==> src/coin_change_dispenser_defines.svh <==
// assertion macros for the coin change dispenser
`ifndef COIN_CHANGE_DISPENSER_DEFINES_SVH
`define COIN_CHANGE_DISPENSER_DEFINES_SVH

`ifndef SYNTHESIS
// same-cycle implication, checked on every rising edge out of reset
`define CCD_ASSERT(lbl, ante, cons) \
  lbl: assert property (@(posedge clk) disable iff (!rst_n) (ante) |-> (cons)) \
    else $error("coin change dispenser check failed");
// next-cycle implication
`define CCD_ASSERT_NEXT(lbl, ante, cons) \
  lbl: assert property (@(posedge clk) disable iff (!rst_n) (ante) |=> (cons)) \
    else $error("coin change dispenser check failed");
`else
`define CCD_ASSERT(lbl, ante, cons)
`define CCD_ASSERT_NEXT(lbl, ante, cons)
`endif

`endif

==> src/ccd_pkg.sv <==
// shared constants, tables and types of the coin change dispenser
package ccd_pkg;

  localparam int NUM_COINS  = 10;
  localparam int STOCK_W    = 16;
  localparam int MAX_AMOUNT = 2000;
  localparam int RESULT_CAP = 10;

  localparam int IDX_W   = $clog2(NUM_COINS);
  localparam int AMT_W   = $clog2(MAX_AMOUNT + 1);
  localparam int RCP_SH  = AMT_W + 1;
  localparam int RECIP_W = RCP_SH + 1;
  localparam int DENOM_W = 17;
  localparam int SUM_W   = ((STOCK_W > AMT_W) ? STOCK_W : AMT_W) + 1;
  localparam int CNT_W   = $clog2(RESULT_CAP + 1);

  localparam logic [STOCK_W-1:0] STOCK_MAX   = '1;
  localparam logic [STOCK_W-1:0] STOCK_RESET = STOCK_W'(5);

  // port field widths
  localparam int IN_AMT_W   = 11;
  localparam int PREF_W     = 4;
  localparam int STATUS_W   = 2;
  localparam int COIN_IDX_W = 4;
  localparam int COUNT_W    = 11;
  localparam int EMPTY_W    = 10;
  localparam int IN_DATA_W  = 32;
  localparam int OUT_DATA_W = 32;
  localparam int OUT_PAD_W  = OUT_DATA_W - COIN_IDX_W - COUNT_W - EMPTY_W;

  typedef enum logic [STATUS_W-1:0] {
    ST_PAID  = 2'd0,
    ST_SHORT = 2'd1,
    ST_LOW   = 2'd2
  } status_t;

  // coin values in cents
  localparam logic [DENOM_W-1:0] DENOM [16] = '{
    17'd1, 17'd2, 17'd5, 17'd10, 17'd20, 17'd50, 17'd100, 17'd200,
    17'd500, 17'd1000, 17'd2000, 17'd5000, 17'd10000, 17'd20000,
    17'd50000, 17'd100000
  };

  // floor(2^RCP_SH / value), quotient estimate is exact or one low
  localparam logic [RECIP_W-1:0] RECIP [16] = '{
    RECIP_W'((64'd1 << RCP_SH) / 64'd1),
    RECIP_W'((64'd1 << RCP_SH) / 64'd2),
    RECIP_W'((64'd1 << RCP_SH) / 64'd5),
    RECIP_W'((64'd1 << RCP_SH) / 64'd10),
    RECIP_W'((64'd1 << RCP_SH) / 64'd20),
    RECIP_W'((64'd1 << RCP_SH) / 64'd50),
    RECIP_W'((64'd1 << RCP_SH) / 64'd100),
    RECIP_W'((64'd1 << RCP_SH) / 64'd200),
    RECIP_W'((64'd1 << RCP_SH) / 64'd500),
    RECIP_W'((64'd1 << RCP_SH) / 64'd1000),
    RECIP_W'((64'd1 << RCP_SH) / 64'd2000),
    RECIP_W'((64'd1 << RCP_SH) / 64'd5000),
    RECIP_W'((64'd1 << RCP_SH) / 64'd10000),
    RECIP_W'((64'd1 << RCP_SH) / 64'd20000),
    RECIP_W'((64'd1 << RCP_SH) / 64'd50000),
    RECIP_W'((64'd1 << RCP_SH) / 64'd100000)
  };

  typedef struct packed {
    logic [AMT_W-1:0] quo;
    logic [AMT_W-1:0] rem;
  } div_res_t;

endpackage

==> src/ccd_ram.sv <==
// generic single-port-write ram with registered read
module ccd_ram #(
  parameter int WIDTH = 8,
  parameter int DEPTH = 16
) (
  input  logic                     clk,
  input  logic                     we,
  input  logic [$clog2(DEPTH)-1:0] waddr,
  input  logic [WIDTH-1:0]         wdata,
  input  logic                     re,
  input  logic [$clog2(DEPTH)-1:0] raddr,
  output logic [WIDTH-1:0]         rdata
);

  logic [WIDTH-1:0] mem [DEPTH];

  always_ff @(posedge clk) begin
    if (we) begin
      mem[waddr] <= wdata;
    end
    if (re) begin
      rdata <= mem[raddr];
    end
  end

endmodule

==> src/ccd_cdiv.sv <==
// two-stage divide by a coin value via reciprocal multiply and one correction
module ccd_cdiv (
  input  logic                        clk,
  input  logic [ccd_pkg::AMT_W-1:0]   x,
  input  logic [ccd_pkg::IDX_W-1:0]   sel,
  output ccd_pkg::div_res_t           res
);

  localparam int PROD_W = ccd_pkg::AMT_W + ccd_pkg::RECIP_W;

  logic [PROD_W-1:0]             prod_r;
  logic [ccd_pkg::AMT_W-1:0]     x1_r;
  logic [ccd_pkg::IDX_W-1:0]     sel1_r;
  logic [ccd_pkg::AMT_W-1:0]     q0;
  logic [ccd_pkg::AMT_W-1:0]     q0_r;
  logic [ccd_pkg::AMT_W-1:0]     qd_r;
  logic [ccd_pkg::AMT_W-1:0]     x2_r;
  logic [ccd_pkg::DENOM_W-1:0]   d2_r;
  logic [ccd_pkg::AMT_W-1:0]     r0;

  assign q0 = prod_r[ccd_pkg::RCP_SH +: ccd_pkg::AMT_W];

  always_ff @(posedge clk) begin
    prod_r <= PROD_W'(x) * PROD_W'(ccd_pkg::RECIP[sel]);
    x1_r   <= x;
    sel1_r <= sel;
    // estimate times coin value; nonzero estimate means the value fits
    q0_r   <= q0;
    qd_r   <= ccd_pkg::AMT_W'(q0 * ccd_pkg::DENOM[sel1_r][ccd_pkg::AMT_W-1:0]);
    x2_r   <= x1_r;
    d2_r   <= ccd_pkg::DENOM[sel1_r];
  end

  assign r0 = x2_r - qd_r;

  always_comb begin
    if (ccd_pkg::DENOM_W'(r0) >= d2_r) begin
      res.quo = q0_r + ccd_pkg::AMT_W'(1);
      res.rem = r0 - ccd_pkg::AMT_W'(d2_r);
    end else begin
      res.quo = q0_r;
      res.rem = r0;
    end
  end

endmodule

==> src/coin_change_dispenser.sv <==
// coin change dispenser top level: sequencer over the coin stock ram
// a payment below price gives its single result straight from the price check;
//   otherwise one pass over each denomination (read, multiply, update, plus short and
//   subtract where a coin runs short), then a commit pass (read pending, write stock back)
// one purchase at a time, paced by the per-denomination visits of the single stock ram
//   and the pipelined reciprocal divider
// reset: a clearing pass loads 5 coins into every stock entry, no item taken
`include "coin_change_dispenser_defines.svh"

module coin_change_dispenser (
  input  logic                             clk,
  input  logic                             rst_n,
  // purchase items
  input  logic                             in_tvalid,
  output logic                             in_tready,
  // inserted_cents[10:0], price_cents[21:11], preferred_coin[25:22], zero fill
  input  logic [ccd_pkg::IN_DATA_W-1:0]    in_tdata,
  // result items
  output logic                             out_tvalid,
  input  logic                             out_tready,
  // coin_index[3:0], coin_count[14:4], empty_mask[24:15], zero fill
  output logic [ccd_pkg::OUT_DATA_W-1:0]   out_tdata,
  // status[1:0]
  output logic [ccd_pkg::STATUS_W-1:0]     out_tuser,
  output logic                             out_tlast
);

  typedef enum logic [3:0] {
    S_INIT,   // clearing pass after reset
    S_IDLE,
    S_CHECK,  // price check
    S_RD,     // read stock entry, start both divides
    S_MUL,
    S_UPD,    // take in, pay out, stage to the pending ram
    S_SHORT,  // coin ran short: stock times value
    S_SUB,
    S_DONE,   // decide success or abort
    S_CRD,    // commit pass: read pending entry
    S_CWR,    // write stock back, give a result
    S_CEND
  } state_t;

  typedef struct packed {
    logic [ccd_pkg::STOCK_W-1:0] stock;
    logic [ccd_pkg::AMT_W-1:0]   used;
  } pend_t;

  state_t                          state_r;
  logic [ccd_pkg::IDX_W-1:0]       idx_r;
  logic [ccd_pkg::AMT_W-1:0]       paid_r;
  logic [ccd_pkg::AMT_W-1:0]       price_r;
  logic [ccd_pkg::IDX_W-1:0]       pref_r;
  logic [ccd_pkg::AMT_W-1:0]       rest_r;
  logic [ccd_pkg::AMT_W-1:0]       change_r;
  logic [ccd_pkg::STOCK_W-1:0]     new_r;
  logic [ccd_pkg::AMT_W-1:0]       short_r;
  logic [ccd_pkg::NUM_COINS-1:0]   used_mask_r;
  logic [ccd_pkg::NUM_COINS-1:0]   new_mask_r;
  logic [ccd_pkg::NUM_COINS-1:0]   empty_mask_r;
  logic [ccd_pkg::CNT_W-1:0]       k_r;

  logic                            out_valid_r;
  logic [ccd_pkg::STATUS_W-1:0]    out_status_r;
  logic [ccd_pkg::COIN_IDX_W-1:0]  out_index_r;
  logic [ccd_pkg::COUNT_W-1:0]     out_count_r;
  logic [ccd_pkg::EMPTY_W-1:0]     out_mask_r;
  logic                            out_last_r;

  // input fields, saturated
  logic [ccd_pkg::IN_AMT_W-1:0]    in_ins;
  logic [ccd_pkg::IN_AMT_W-1:0]    in_price;
  logic [ccd_pkg::PREF_W-1:0]      in_pref;
  logic [ccd_pkg::AMT_W-1:0]       paid_sat;
  logic [ccd_pkg::AMT_W-1:0]       price_sat;
  logic [ccd_pkg::IDX_W-1:0]       pref_sat;

  // stock and pending rams
  logic                            stock_we;
  logic [ccd_pkg::STOCK_W-1:0]     stock_wdata;
  logic                            stock_re;
  logic [ccd_pkg::STOCK_W-1:0]     stock_rdata;
  logic                            pend_we;
  pend_t                           pend_wdata;
  logic                            pend_re;
  pend_t                           pend_rdata;

  ccd_pkg::div_res_t               div_in;
  ccd_pkg::div_res_t               div_ch;

  logic [ccd_pkg::SUM_W-1:0]       sum;
  logic [ccd_pkg::STOCK_W-1:0]     new_stock;
  logic                            in_change;
  logic                            short_fall;
  logic [ccd_pkg::AMT_W-1:0]       take;
  logic [ccd_pkg::STOCK_W-1:0]     final_stock;
  logic                            out_free;
  logic                            emit;
  logic [ccd_pkg::NUM_COINS-1:0]   lower_mask;
  logic                            emit_last;
  logic                            in_acc;
  logic                            out_load;

  assign in_ins   = in_tdata[ccd_pkg::IN_AMT_W-1:0];
  assign in_price = in_tdata[2*ccd_pkg::IN_AMT_W-1:ccd_pkg::IN_AMT_W];
  assign in_pref  = in_tdata[2*ccd_pkg::IN_AMT_W +: ccd_pkg::PREF_W];

  assign paid_sat  = (32'(in_ins) > ccd_pkg::MAX_AMOUNT) ?
                     ccd_pkg::AMT_W'(ccd_pkg::MAX_AMOUNT) : ccd_pkg::AMT_W'(in_ins);
  assign price_sat = (32'(in_price) > ccd_pkg::MAX_AMOUNT) ?
                     ccd_pkg::AMT_W'(ccd_pkg::MAX_AMOUNT) : ccd_pkg::AMT_W'(in_price);
  assign pref_sat  = (32'(in_pref) > ccd_pkg::NUM_COINS - 1) ?
                     ccd_pkg::IDX_W'(ccd_pkg::NUM_COINS - 1) : ccd_pkg::IDX_W'(in_pref);

  assign in_tready = (state_r == S_IDLE);
  assign in_acc    = in_tvalid && in_tready;
  assign out_free  = !out_valid_r || out_tready;

  // one stock entry per denomination
  ccd_ram #(
    .WIDTH (ccd_pkg::STOCK_W),
    .DEPTH (ccd_pkg::NUM_COINS)
  ) u_stock (
    .clk   (clk),
    .we    (stock_we),
    .waddr (idx_r),
    .wdata (stock_wdata),
    .re    (stock_re),
    .raddr (idx_r),
    .rdata (stock_rdata)
  );

  // staged new stock and coins paid, committed only on success
  ccd_ram #(
    .WIDTH ($bits(pend_t)),
    .DEPTH (ccd_pkg::NUM_COINS)
  ) u_pend (
    .clk   (clk),
    .we    (pend_we),
    .waddr (idx_r),
    .wdata (pend_wdata),
    .re    (pend_re),
    .raddr (idx_r),
    .rdata (pend_rdata)
  );

  // greedy split of the payment
  ccd_cdiv u_div_in (
    .clk (clk),
    .x   (rest_r),
    .sel (idx_r),
    .res (div_in)
  );

  // greedy split of the change
  ccd_cdiv u_div_ch (
    .clk (clk),
    .x   (change_r),
    .sel (idx_r),
    .res (div_ch)
  );

  // take in, saturating, then pay out what the stock allows
  always_comb begin
    sum = ccd_pkg::SUM_W'(stock_rdata) + ccd_pkg::SUM_W'(div_in.quo);
    if (sum > ccd_pkg::SUM_W'(ccd_pkg::STOCK_MAX)) begin
      new_stock = ccd_pkg::STOCK_MAX;
    end else begin
      new_stock = ccd_pkg::STOCK_W'(sum);
    end
    in_change   = (idx_r <= pref_r);
    short_fall  = in_change &&
                  (ccd_pkg::SUM_W'(div_ch.quo) > ccd_pkg::SUM_W'(new_stock));
    take        = in_change ? div_ch.quo : '0;
    final_stock = new_stock - ccd_pkg::STOCK_W'(take);
  end

  // ram control
  always_comb begin
    stock_we    = (state_r == S_INIT) || (state_r == S_CWR);
    stock_wdata = (state_r == S_INIT) ? ccd_pkg::STOCK_RESET : pend_rdata.stock;
    stock_re    = (state_r == S_RD);
    pend_re     = (state_r == S_CRD);
    pend_we     = ((state_r == S_UPD) && !short_fall) || (state_r == S_SUB);
    if (state_r == S_SUB) begin
      pend_wdata.stock = '0;
      pend_wdata.used  = ccd_pkg::AMT_W'(new_r);
    end else begin
      pend_wdata.stock = final_stock;
      pend_wdata.used  = take;
    end
  end

  // result selection in the commit pass
  assign lower_mask = (ccd_pkg::NUM_COINS'(1) << idx_r) - ccd_pkg::NUM_COINS'(1);
  assign emit       = (pend_rdata.used != '0) &&
                      (32'(k_r) < ccd_pkg::RESULT_CAP);
  assign emit_last  = ((used_mask_r & lower_mask) == '0) ||
                      (32'(k_r) == ccd_pkg::RESULT_CAP - 1);

  // a result item is loaded into the output register this cycle
  assign out_load = out_free &&
                    (((state_r == S_CHECK) && (paid_r < price_r)) ||
                     ((state_r == S_DONE) && (change_r != '0)) ||
                     ((state_r == S_CWR) && emit) ||
                     ((state_r == S_CEND) && (k_r == '0)));

  always_ff @(posedge clk) begin
    if (!rst_n) begin
      state_r      <= S_INIT;
      idx_r        <= '0;
      out_valid_r  <= 1'b0;
      empty_mask_r <= '0;
      k_r          <= '0;
    end else begin
      if (out_valid_r && out_tready && !out_load) begin
        out_valid_r <= 1'b0;
      end
      case (state_r)
        S_INIT: begin
          if (idx_r == ccd_pkg::IDX_W'(ccd_pkg::NUM_COINS - 1)) begin
            state_r <= S_IDLE;
          end else begin
            idx_r <= idx_r + ccd_pkg::IDX_W'(1);
          end
        end
        S_IDLE: begin
          if (in_acc) begin
            paid_r  <= paid_sat;
            price_r <= price_sat;
            pref_r  <= pref_sat;
            state_r <= S_CHECK;
          end
        end
        S_CHECK: begin
          if (paid_r < price_r) begin
            // payment below price: stock untouched
            if (out_free) begin
              out_valid_r  <= 1'b1;
              out_status_r <= ccd_pkg::ST_LOW;
              out_index_r  <= '0;
              out_count_r  <= '0;
              out_mask_r   <= ccd_pkg::EMPTY_W'(empty_mask_r);
              out_last_r   <= 1'b1;
              state_r      <= S_IDLE;
            end
          end else begin
            rest_r      <= paid_r;
            change_r    <= paid_r - price_r;
            idx_r       <= ccd_pkg::IDX_W'(ccd_pkg::NUM_COINS - 1);
            used_mask_r <= '0;
            new_mask_r  <= '0;
            state_r     <= S_RD;
          end
        end
        S_RD: begin
          state_r <= S_MUL;
        end
        S_MUL: begin
          state_r <= S_UPD;
        end
        S_UPD: begin
          rest_r <= div_in.rem;
          new_r  <= new_stock;
          if (short_fall) begin
            state_r <= S_SHORT;
          end else begin
            if (in_change) begin
              change_r <= div_ch.rem;
            end
            used_mask_r[idx_r] <= (take != '0);
            new_mask_r[idx_r]  <= (final_stock == '0);
            if (idx_r == '0) begin
              state_r <= S_DONE;
            end else begin
              idx_r   <= idx_r - ccd_pkg::IDX_W'(1);
              state_r <= S_RD;
            end
          end
        end
        S_SHORT: begin
          // whole stock of this coin goes out
          short_r <= ccd_pkg::AMT_W'(ccd_pkg::AMT_W'(new_r) *
                     ccd_pkg::DENOM[idx_r][ccd_pkg::AMT_W-1:0]);
          state_r <= S_SUB;
        end
        S_SUB: begin
          change_r           <= change_r - short_r;
          used_mask_r[idx_r] <= (new_r != '0);
          new_mask_r[idx_r]  <= 1'b1;
          if (idx_r == '0) begin
            state_r <= S_DONE;
          end else begin
            idx_r   <= idx_r - ccd_pkg::IDX_W'(1);
            state_r <= S_RD;
          end
        end
        S_DONE: begin
          if (change_r != '0) begin
            // abort: pending entries are dropped, stock never written
            if (out_free) begin
              out_valid_r  <= 1'b1;
              out_status_r <= ccd_pkg::ST_SHORT;
              out_index_r  <= '0;
              out_count_r  <= '0;
              out_mask_r   <= ccd_pkg::EMPTY_W'(empty_mask_r);
              out_last_r   <= 1'b1;
              state_r      <= S_IDLE;
            end
          end else begin
            empty_mask_r <= new_mask_r;
            idx_r        <= ccd_pkg::IDX_W'(ccd_pkg::NUM_COINS - 1);
            k_r          <= '0;
            state_r      <= S_CRD;
          end
        end
        S_CRD: begin
          state_r <= S_CWR;
        end
        S_CWR: begin
          // stock write repeats harmlessly while the result waits
          if (!emit || out_free) begin
            if (emit) begin
              out_valid_r  <= 1'b1;
              out_status_r <= ccd_pkg::ST_PAID;
              out_index_r  <= ccd_pkg::COIN_IDX_W'(idx_r);
              out_count_r  <= ccd_pkg::COUNT_W'(pend_rdata.used);
              out_mask_r   <= ccd_pkg::EMPTY_W'(empty_mask_r);
              out_last_r   <= emit_last;
              k_r          <= k_r + ccd_pkg::CNT_W'(1);
            end
            if (idx_r == '0) begin
              state_r <= S_CEND;
            end else begin
              idx_r   <= idx_r - ccd_pkg::IDX_W'(1);
              state_r <= S_CRD;
            end
          end
        end
        S_CEND: begin
          if (k_r != '0) begin
            state_r <= S_IDLE;
          end else if (out_free) begin
            // exact payment: one empty result
            out_valid_r  <= 1'b1;
            out_status_r <= ccd_pkg::ST_PAID;
            out_index_r  <= '0;
            out_count_r  <= '0;
            out_mask_r   <= ccd_pkg::EMPTY_W'(empty_mask_r);
            out_last_r   <= 1'b1;
            state_r      <= S_IDLE;
          end
        end
        default: begin
          state_r <= S_IDLE;
        end
      endcase
    end
  end

  assign out_tvalid = out_valid_r;
  assign out_tdata  = {{ccd_pkg::OUT_PAD_W{1'b0}}, out_mask_r, out_count_r, out_index_r};
  assign out_tuser  = out_status_r;
  assign out_tlast  = out_last_r;

  // failed and rejected purchases give a single result
  `CCD_ASSERT(a_fail_single, out_valid_r && (out_status_r != ccd_pkg::ST_PAID), out_last_r)
  // a result that is followed by more always carries coins
  `CCD_ASSERT(a_more_has_coins, out_valid_r && !out_last_r, out_count_r != '0)
  // an aborted purchase never reaches the commit pass
  `CCD_ASSERT_NEXT(a_abort_no_commit, (state_r == S_DONE) && (change_r != '0), state_r != S_CRD)
  // change owed never grows while coins are paid out
  `CCD_ASSERT_NEXT(a_change_down, (state_r == S_UPD) || (state_r == S_SUB), change_r <= $past(change_r))

endmodule

==> config.mk <==
export PLATFORM = sky130hd
export DESIGN_NAME = coin_change_dispenser
export DESIGN_NICKNAME = d
export VERILOG_FILES = /design/src/ccd_pkg.sv /design/src/ccd_ram.sv /design/src/ccd_cdiv.sv /design/src/coin_change_dispenser.sv
export VERILOG_INCLUDE_DIRS = /design/src /design/src/src
export SDC_FILE = /design/constraint.sdc
export NUM_CORES = 2
export LEC_CHECK = 0
export CORE_MARGIN = 2
export CORE_UTILIZATION = 30
export CTS_CLUSTER_DIAMETER = 40
export DETAILED_ROUTE_END_ITERATION = 10
export DONT_BUFFER_PORTS = 1
export HOLD_SLACK_MARGIN = 0.08
export PLACE_DENSITY = 0.43
export SYNTH_ARGS = -nofsm -noshare
export SYNTH_HDL_FRONTEND = slang
export SYNTH_HIERARCHICAL = 1
export SYNTH_SLANG_ARGS = --single-unit
==> constraint.sdc <==
create_clock -name clk -period 14.75 [get_ports clk]
set_clock_uncertainty 0.1 [all_clocks]
set_input_delay 2.95 -clock clk [delete_from_list [all_inputs] [get_ports clk]]
set_output_delay 2.95 -clock clk [all_outputs]
set_load 0.005 [all_outputs]
==> flow_metrics.env <==
export IMPL_crit_required_ns=15.03
export IMPL_die_w_um=408
export IMPL_crit_end="u_pend/mem[4][16]$_DFFE_PP_"
export IMPL_rsz0062_at_grt="no"
export IMPL_area_growth_pct=12.8
export IMPL_cts_made_buffers=108
export IMPL_leakage_nw=22.0
export IMPL_drv_slew=0
export IMPL_holdBufCountCts=0
export IMPL_timing_rr_end="u_pend/mem[4][16]$_DFFE_PP_"
export IMPL_final_nets=4980
export IMPL_max_freq_ghz=0.0996
export IMPL_port_buffers=0
export IMPL_clock_sinks=771
export IMPL_timing_rr_start="u_div_in/qd_r[1]$_DFF_P_"
export IMPL_max_slew_margin_rel_pct=14.6
export IMPL_hold_class="flip-flop to flip-flop"
export IMPL_dieArea_um2=166000
export IMPL_worstPathMaxFanout=19
export IMPL_path_class="flip-flop to flip-flop"
export IMPL_clk_pin_slew_ns=0.06
export IMPL_synth_cell_area_um2=48900
export IMPL_rows=148
export IMPL_grt_start_max_net_pins=60
export IMPL_drt_iter0_markers=1579
export IMPL_root_buffer="clkbuf_16"
export IMPL_synth_top_area_share_pct=36.6
export IMPL_cts_max_path_buffers=3
export IMPL_worstRegToRegCells=36
export IMPL_setup_viol=0
export IMPL_worstSetupStartpoint="u_div_in/qd_r[1]$_DFF_P_"
export IMPL_synth_common_cells="edfxtp_1 (596), inv_1 (554), nand2_1 (400), ha_1 (350), fa_1 (268)"
export IMPL_rrSetupSlack_ns=4.71
export IMPL_viasPerCell=4.67
export IMPL_crit_top_cell="ha_1"
export IMPL_cpPeakStageDelay_ns=0.80
export IMPL_grt_antenna_before_repair=4
export IMPL_ctsResizeCount=0
export IMPL_synth_top_area_cell="edfxtp_1"
export IMPL_hold_viol_final=0
export IMPL_async_flop_share_pct=0
export IMPL_slowest_stage="nor3_2"
export IMPL_via_count=30814
export IMPL_wl_per_cell_um=19.3
export IMPL_drc=0
export IMPL_cts_tree="done"
export IMPL_clk_insertion_delay_late_ns=0.73
export IMPL_yosys_warnings=6
export IMPL_dieHeight_um=408
export IMPL_synth_area_leaders="edfxtp_1 (37%), fa_1 (11%), ha_1 (9.0%), dfxtp_1 (7.2%), inv_1 (4.3%)"
export IMPL_dpl_cell_area_um2=51400
export IMPL_hpwl_um=88400
export IMPL_cp_start_kind="flip-flop"
export IMPL_finalSetupTns_ns=0
export IMPL_period_share_pct=68.1
export IMPL_ys_seq_elements=771
export IMPL_initial_core_util_pct=30.1
export IMPL_end_kind="flip-flop"
export IMPL_gp_congestion=0.803
export IMPL_h_tree_depth=3
export IMPL_cts_setup_buffers=0
export IMPL_ys_types=118
export IMPL_grt_overflow_total=0
export IMPL_ys_seq_area_share_pct=43.7
export IMPL_cp_arrival_ns=10.32
export IMPL_drive_gt1_share_pct=11.8
export IMPL_syn_inst=4323
export IMPL_avgSynthCellArea_um2=11.3
export IMPL_power_per_cell_area_nw_per_um2=186
export IMPL_utilization_pct=34.0
export IMPL_grt_pass1_wl_um=198000
export IMPL_ioPinCount=73
export IMPL_wirelength_um=127000
export IMPL_fin_area_um2=55200
export IMPL_synth_edff_count=596
export IMPL_ys_flop_type="edfxtp_1"
export IMPL_grt_pass1_vias=32531
export IMPL_layout_min_cycle_time_ns=10.04
export IMPL_tightest_slew_ns=1.27
export IMPL_outcome="finished clean"
export IMPL_dr_pass1_iters=5
export IMPL_cap_viol_max_count=0
export IMPL_core_um2=162000
export IMPL_synth_most_common_cell="edfxtp_1"
export IMPL_ir_worst_vdd_mv=0.208
export IMPL_grt_total_usage_pct=15.4
export IMPL_nFillCells=16436
export IMPL_ant_nets=0
-- critical path: cells and delay by family (launching register included) --
family,cells,cell delay (ns)
buffers and inverters,4,0.67
AND/OR/NAND/NOR,14,4.10
XOR/XNOR,1,0.21
adder cells (fa/ha/maj),5,1.57
AO/OA/AOI/OAI,12,2.73
flip-flops,1,0.31
-- power breakdown --
| part | switching, mW | internal (mW) | leakage, nW |
|---|---|---|---|
| Clock | 1.06 | 1.56 | 1.82 |
| Combinational | 2.80 | 1.64 | 13.5 |
| Sequential | 0.152 | 3.08 | 6.75 |
-- worst min path at each step --
stage	from	end	cells past startpoint
after floorplan	u_div_ch/x1_r[0]$_DFF_P_	u_div_ch/x2_r[0]$_DFF_P_	0
after global placement	u_div_in/x1_r[7]$_DFF_P_	u_div_in/x2_r[7]$_DFF_P_	0
after detailed placement	u_div_in/x1_r[2]$_DFF_P_	u_div_in/x2_r[2]$_DFF_P_	0
after CTS	u_div_ch/x1_r[4]$_DFF_P_	u_div_ch/x2_r[4]$_DFF_P_	0
after global routing	u_div_ch/x1_r[2]$_DFF_P_	u_div_ch/x2_r[2]$_DFF_P_	0
final	u_div_ch/x1_r[4]$_DFF_P_	u_div_ch/x2_r[4]$_DFF_P_	0
-- kinds of logic (layout without fill, tap and decap cells) --
family	after synthesis	count (layout)	share of synthesized area, %
AND/OR/NAND/NOR	1160	1160	12.1
flip-flops	771	771	43.7
buffers and inverters	733	826	6.06
adder cells (fa/ha/maj)	618	618	19.9
AO/OA/AOI/OAI	583	583	8.71
multiplexers	271	271	6.02
XOR/XNOR	186	186	3.44
other	1	11	0.00766
-- cells in the final DEF (no fill, tap or decap), drive strengths merged, types with 38 or more instances in the layout --
cell type,synthesis,final
a21o,38,38
a21oi,123,123
a22o,44,44
and2,257,257
and3,55,55
buf,57,62
clkbuf,118,130
clkinv,3,45
dfxtp,175,175
edfxtp,596,596
fa,268,268
ha,350,350
inv,555,577
mux2,156,156
mux2i,115,115
nand2,403,403
nor2,153,153
nor2b,49,49
nor3,62,62
o21ai,96,96
o22ai,59,59
o31ai,51,51
xnor2,132,132
xor2,51,51
-- registers in the layout, summed over array words and instances, names as in the netlist, 16 cells and up --
name / cells
u_pend/mem: 270
u_stock/mem: 160
u_pend/rdata: 27
u_div_ch/d2_r: 17
u_div_in/d2_r: 17
new_r: 16
u_stock/rdata: 16
-- metrics by stage --
stage,cells,worst slack [ns],total power [mW],hold slack [ns]
finish,6601,4.71,10.3,0.218
global route,6597,3.85,11.0,0.225
CTS,6597,4.56,10.4,0.222
detailed placement,6391,4.59,7.72,0.212
global placement,6391,4.73,7.72,0.211
floorplan,4329,5.27,6.34,0.210
-- area by class of cell --
class	instances	area, um2	share of cell area [%]
multi-input cells	2825	24700	44.8
inverters	558	2090	3.80
repair buffers	62	465	0.843
diodes	4	10.0	0.0181
clock inverters	76	872	1.58
well taps	2175	2720	4.93
clock buffers	130	2880	5.22
flip-flops and latches	771	21400	38.8
-- layer usage --
metal  GRT usage (%)  vias to the layer above  part of all wire, %
met3            1.69                      130                  2.5
li1                -                    14890                    -
met2            26.1                      351                   48
met1            20.9                    15443                   47
met5               0                        -                    0
met4            3.71                        0                  1.9
(Power assumes the default switching activity.)
